## src/rtl/core/tsla_pkg.sv

```systemverilog
// Shared constants, command and status types for the template score lane accumulator.
// No dependencies.
`timescale 1ns / 1ps

package tsla_pkg;

    localparam int LANE_COUNT   = 64;
    localparam int WEIGHT_BITS  = 8;
    localparam int MAX_LANES    = 64;
    localparam int GROUP_LANES  = 8;
    localparam int BYTE_BITS    = 8;
    localparam int SUM_BITS     = 32;
    localparam int WEIGHT_IN_W  = 8;
    localparam int LANE_IDX_W   = $clog2(LANE_COUNT);
    localparam int LANE_PORT_W  = 6;
    localparam int RESP_FLAT_W  = BYTE_BITS * MAX_LANES;

    localparam logic [SUM_BITS-1:0] WEIGHT_MASK = SUM_BITS'((64'd1 << WEIGHT_BITS) - 64'd1);
    localparam logic [LANE_IDX_W-1:0] LAST_LANE_IDX = LANE_IDX_W'(LANE_COUNT - 1);

    typedef enum logic [2:0] {
        ST_ACCUM = 3'b001,
        ST_SCORE = 3'b010,
        ST_EMIT  = 3'b100
    } tsla_state_t;

    typedef struct packed {
        logic acc_en;
        logic score_en;
        logic shift_en;
    } tsla_cmd_t;

    typedef struct packed {
        logic last_lane;
    } tsla_sts_t;

endpackage

```

## src/rtl/core/tsla_ctrl.sv

```systemverilog
// Controller state machine: accumulate, score, emit sequencing.
// Depends on tsla_pkg; drives tsla_datapath through command and status structs.
`timescale 1ns / 1ps

module tsla_ctrl (
    input  logic                 clk,
    input  logic                 rst_n,
    input  logic                 in_valid,
    input  logic                 last_point,
    input  logic                 out_ready,
    input  tsla_pkg::tsla_sts_t  sts,
    output tsla_pkg::tsla_cmd_t  cmd,
    output logic                 in_ready,
    output logic                 out_valid
);
    import tsla_pkg::*;

    tsla_state_t state_reg;
    tsla_state_t state_next;
    logic        in_xact;
    logic        out_xact;

    assign in_ready  = (state_reg == ST_ACCUM);
    assign out_valid = (state_reg == ST_EMIT);
    assign in_xact   = in_valid && in_ready;
    assign out_xact  = out_valid && out_ready;

    assign cmd.acc_en   = in_xact;
    assign cmd.score_en = (state_reg == ST_SCORE);
    assign cmd.shift_en = out_xact;

    always_comb
    begin
        state_next = state_reg;
        unique case (state_reg)
            ST_ACCUM:
            begin
                if (in_xact && last_point)
                begin
                    state_next = ST_SCORE;
                end
            end
            ST_SCORE:
            begin
                state_next = ST_EMIT;
            end
            ST_EMIT:
            begin
                if (out_xact && sts.last_lane)
                begin
                    state_next = ST_ACCUM;
                end
            end
            default:
            begin
                state_next = ST_ACCUM;
            end
        endcase
    end

    always_ff @(posedge clk or negedge rst_n)
    begin
        if (!rst_n)
        begin
            state_reg <= ST_ACCUM;
        end
        else
        begin
            state_reg <= state_next;
        end
    end

    a_no_overlap: assert property (@(posedge clk) disable iff (!rst_n)
        !(in_ready && out_valid))
        else $error("input and output open together");

    a_score_to_emit: assert property (@(posedge clk) disable iff (!rst_n)
        (state_reg == ST_SCORE) |=> out_valid)
        else $error("score not followed by emit");

    a_emit_holds: assert property (@(posedge clk) disable iff (!rst_n)
        (out_xact && !sts.last_lane) |=> out_valid)
        else $error("run ended before last lane");

    a_last_ends: assert property (@(posedge clk) disable iff (!rst_n)
        (out_xact && sts.last_lane) |=> in_ready)
        else $error("run did not end after last lane");

endmodule

```

## config.mk

```make
export PLATFORM = sky130hd
export DESIGN_NAME = tsla_ctrl
export DESIGN_NICKNAME = d
export VERILOG_FILES = /design/src/rtl/core/tsla_pkg.sv /design/src/rtl/core/tsla_ctrl.sv
export SDC_FILE = /design/constraint.sdc
export NUM_CORES = 1
export LEC_CHECK = 0
export BUFFER_PORTS_ARGS = -buffer_cell sky130_fd_sc_hd__buf_2
export CELL_PAD_IN_SITES_DETAIL_PLACEMENT = 0
export CELL_PAD_IN_SITES_GLOBAL_PLACEMENT = 1
export CORE_AREA = 4 4 41 43
export DETAILED_ROUTE_END_ITERATION = 8
export DIE_AREA = 0 0 45 47
export PLACE_DENSITY_LB_ADDON = 0.1
export SYNTH_ARGS = -nofsm -noshare
export SYNTH_HDL_FRONTEND = slang
export SYNTH_SLANG_ARGS = --single-unit
```

## constraint.sdc

```tcl
create_clock -name clk -period 2.4 [get_ports clk]
set_input_delay 0.48 -clock clk [delete_from_list [all_inputs] [get_ports clk]]
set_output_delay 0.48 -clock clk [all_outputs]
set_load 0.01 [all_outputs]
```

=== Word-level counts from Yosys, hierarchy flattened ===
Cells that the tools add are included.

* Flip-flop bits (word level): 3
* Output and inout bits: 5
* Word-level logic and storage cells: 14

* Equality and inequality tests: 5
* Mux-type cells: 3
* Reduce and logical (&&, ||, !) cells: 5

{| class="wikitable"
|+ Operator list
! operator !! number
|-
| one-hot mux 3 bit (3 select lines) || 1
|-
| two-way mux 3 bit || 2
|-
| logical AND 1 bit || 4
|-
| inequality test 2 x 1 -> 1 bit (second input constant) || 2
|-
| == test 3 x 1 -> 1 bit (second input constant) || 1
|-
| == test 3 x 2 -> 1 bit (second input constant) || 1
|-
| == test 3 bit (second input constant) || 1
|-
| AND reduction 2 bit || 1
|}

=== Logic depth before layout (Yosys ltp) ===
* Word-level depth: 5
* Gate-level depth with buffers: 4
* Gate-level depth less buffers: 3

=== Least setup slack after synthesis ===
Ideal clock, no wire load.

* Path kind: register to output
* From: register state_reg[1]
* To: output cmd[0] (netlist bit)
* Data arrival time: 0.972 ns
* Data required time: 1.920 ns
* Setup slack: 0.948 ns
* Stages on the path, launching flop included: 5
* Cells stage by stage: dfrtp_1 -> nand2b_1 -> nor2_1 -> and2_1 -> buf_4

* Longest elaborated chain between the ends: 2

{| class="wikitable"
|+ RTL lines
! item !! RTL line !! RTL
|-
| start: declaration || tsla_ctrl.sv:18 || <nowiki>tsla_state_t state_reg;</nowiki>
|-
| start signal: assignment || tsla_ctrl.sv:69 || <nowiki>state_reg <= state_next;</nowiki>
|-
| == test 3 bit || tsla_ctrl.sv:24 || <nowiki>assign out_valid = (state_reg == ST_EMIT);</nowiki>
|-
| net out_valid || tsla_ctrl.sv:14 || <nowiki>output logic out_valid</nowiki>
|-
| logical AND 1 bit || tsla_ctrl.sv:26 || <nowiki>assign out_xact = out_valid && out_ready;</nowiki>
|-
| end: declaration || tsla_ctrl.sv:12 || <nowiki>output tsla_pkg::tsla_cmd_t cmd,</nowiki>
|}

The timed path passes the listed nets, and every way through them passes these cells.

=== Worst setup path after layout ===
* From: register state_reg[0]
* To: output in_ready

* Longest elaborated chain between the ends: 1

{| class="wikitable"
|+ RTL lines
! item !! RTL line !! RTL
|-
| == test 3 x 1 -> 1 bit || tsla_ctrl.sv:23 || <nowiki>assign in_ready = (state_reg == ST_ACCUM);</nowiki>
|-
| end: declaration || tsla_ctrl.sv:13 || <nowiki>output logic in_ready,</nowiki>
|}

No other way between the ends.

==> results.py <==
metrics = {
    "run_status": {
        "status": "complete, no violations",
    },
    "worst_setup_path": {
        "arrival_ns": 1.17,
        "crit_slowest_cell": "dfstp_2",
        "cp_slowest_stage_delay_ns": 0.54,
        "cp_top_family": "flip-flops",
        "crit_type": "reg2out",
        "critPathLaunchType": "flip-flop",
        "critPathCaptureType": "output port",
        "crit_path_max_fanout": 4,
        "r2r_cells": 3,
        "path_depth": 3,
        "crit_chain": "inv_1 > nor3_1 > buf_2",
        "r2r_slack_ns": 1.37,
        "critPathBufInv": 2,
        "cp_data_required_time_ns": 1.92,
    },
    "die": {
        "floorplan.initialDensity": 0.1394,
        "rows": 13,
        "core-area_um2": 1301,
        "die_w_um": 45,
        "ios": 11,
        "die_height_um": 47,
        "die_area_um2": 2115,
    },
    "logic_synthesis": {
        "yosysUniqueCellTypes": 12,
        "yosys.area_share.adder": 0,
        "netlist.top_cell.by_area": "dfrtp_1",
        "synth_top_area_frac": 0.2759,
        "syn_inst": 19,
        "synth.avg_cell_area_um2": 9.549,
        "synthTopCellsByArea": "dfrtp_1 (28%), dfstp_2 (14%), buf_4 (12%)",
        "synthesis.nets": 25,
        "synth_mux_area_frac": 0,
        "synth_xor_xnor_area_share": 0,
        "synthSimpleGateAreaFrac": 0.3586,
        "synth-compound-area-share": 0.07586,
        "yosysSeqAreaShare": 0.4207,
        "yosys_warnings": 0,
        "synth-seq-cells": 3,
        "syn_area_um2": 181.4,
        "synth_top_family_by_area": "simple AND/OR/NAND/NOR gates",
    },
    "timing": {
        "finalMaxSlewViolations": 0,
        "tns_ns": 0,
        "clock_skew_ns": 0.001744,
        "period_share": 0.6883,
        "setup_viol": 0,
        "relSlewSlack": 0.8437,
        "tightestPinTransition_ns": 0.2329,
        "max_clock_freq_ghz": 0.6054,
        "period_minus_slack_ns": 1.652,
        "finalHoldViolCount": 0,
        "rsz0062_at_grt": "no",
        "whs_ns": 0.03222,
    },
    "final_layout": {
        "fin_nets": 37,
        "layout_commonest_cell": "buf_2",
        "final_area_um2": 254.0,
        "stdcell_count": 45,
        "final_cell_mix": "buf_2 (10), and2_1 (3), clkbuf_4 (3)",
        "area_growth_pct": 40.00,
        "n_antenna_cell": 0,
        "drive_gt1_frac": 0.5333,
        "fillCellCount": 156,
        "largest_reg_flops": 3,
    },
    "routing": {
        "antenna_left": 0,
        "viasPerCell": 3.533,
        "firstDrtPassIters": 1,
        "vias": 159,
        "drtIter0Drc": 0,
        "wl_per_cell_um": 8.911,
        "wl_um": 401,
        "drc_errors": 0,
    },
    "cts": {
        "clock-sinks": 3,
        "cts_tree": "built",
        "htreeDepth": 1,
        "root_buffer": "clkbuf_4",
        "clkTransAtPathRegs_ns": 0.04,
        "cts_resized": 0,
        "postCtsSetupBuffers": 0,
        "insertion_delay_ns": 0.23,
        "cts_buffer_depth": 2,
        "cts_buffers": 3,
        "hold_buffers": 0,
    },
    "power": {
        "p_per_area_nw_per_um2": 690.5,
        "total_power_w": 0.0001754,
        "p_leak_nw": 0.1333,
        "peakVddDrop_mv": 0.1509,
    },
    "grt": {
        "antenna_found_initial": 0,
        "grt_overflow": 0,
        "grt_max_degree": 5,
        "grt_usage": 0.04358,
        "grt_pass1_vias": 164,
        "grt_pass1_wl_um": 579,
    },
    "placed_design": {
        "place_area_um2": 227.7,
        "gp_congestion": 0.6010,
        "dp_hpwl_um": 333.9,
        "placedCellCount": 41,
        "io_buffers": 10,
    },
    "worst_hold_path": {
        "hp-class": "in2async",
    },
    "job": {
        "drv_cap": 0,
    },
}
[synthesized netlist by cell type]
cell and n:
a21oi_2 1, and2_1 3, and2_4 1, and4bb_1 1, buf_4 3, dfrtp_1 2
dfstp_2 1, inv_1 1, nand2b_1 2, nor2_1 2, nor3_1 1, o21ai_1 1
[cell type report]
cell class | count | area [um2] | share of cell area
multi-input cells | 12 | 78.83 | 0.3103
repair buffers | 10 | 50.05 | 0.1970
clock buffers | 4 | 26.28 | 0.1034
flip-flops and latches | 3 | 76.32 | 0.3005
inverters | 1 | 3.754 | 0.01478
well taps | 15 | 18.77 | 0.07389
[report_power, final]
part	internal [W]	switching, W	total [W]
Sequential	0.0000558	0.00000348	0.0000593
Combinational	0.0000140	0.0000133	0.0000272
Clock	0.0000623	0.0000265	0.0000888
Total	0.000132	0.0000432	0.000175
[metrics by stage]
stage / util / setup slack (ns)
final: 0.1952 / 0.7481
after global routing: 0.1952 / 0.6297
after CTS: 0.1952 / 0.7222
after detailed placement: 0.1750 / 0.9793
after global placement: 0.1750 / 0.9781
after floorplan: - / 0.9477
[kinds of logic after synthesis]
group           after synthesis
flops                         3
buf+inv                       4
compound gates                2
simple gates                 10
[layer usage]
layer / GRT usage / routed length, um / vias to the layer above
met5: 0 / 0 / -
met1: 0.03440 / 137 / 70
met4: 0.07018 / 14 / 0
met3: 0.01533 / 31 / 2
li1: - / - / 81
met2: 0.06780 / 217 / 6
[final timing paths]
path / from / end
setup / recovery: state_reg[0]$_DFFE_PN1P_ / in_ready
hold / removal: rst_n / state_reg[1]$_DFFE_PN0P_
setup reg to reg: state_reg[0]$_DFFE_PN1P_ / state_reg[0]$_DFFE_PN1P_
min in group clk: last_point / state_reg[0]$_DFFE_PN1P_
hold reg to reg: state_reg[0]$_DFFE_PN1P_ / state_reg[0]$_DFFE_PN1P_
max in group asynchronous: rst_n / state_reg[0]$_DFFE_PN1P_
Note: power is estimated with default switching activity, not from simulation.
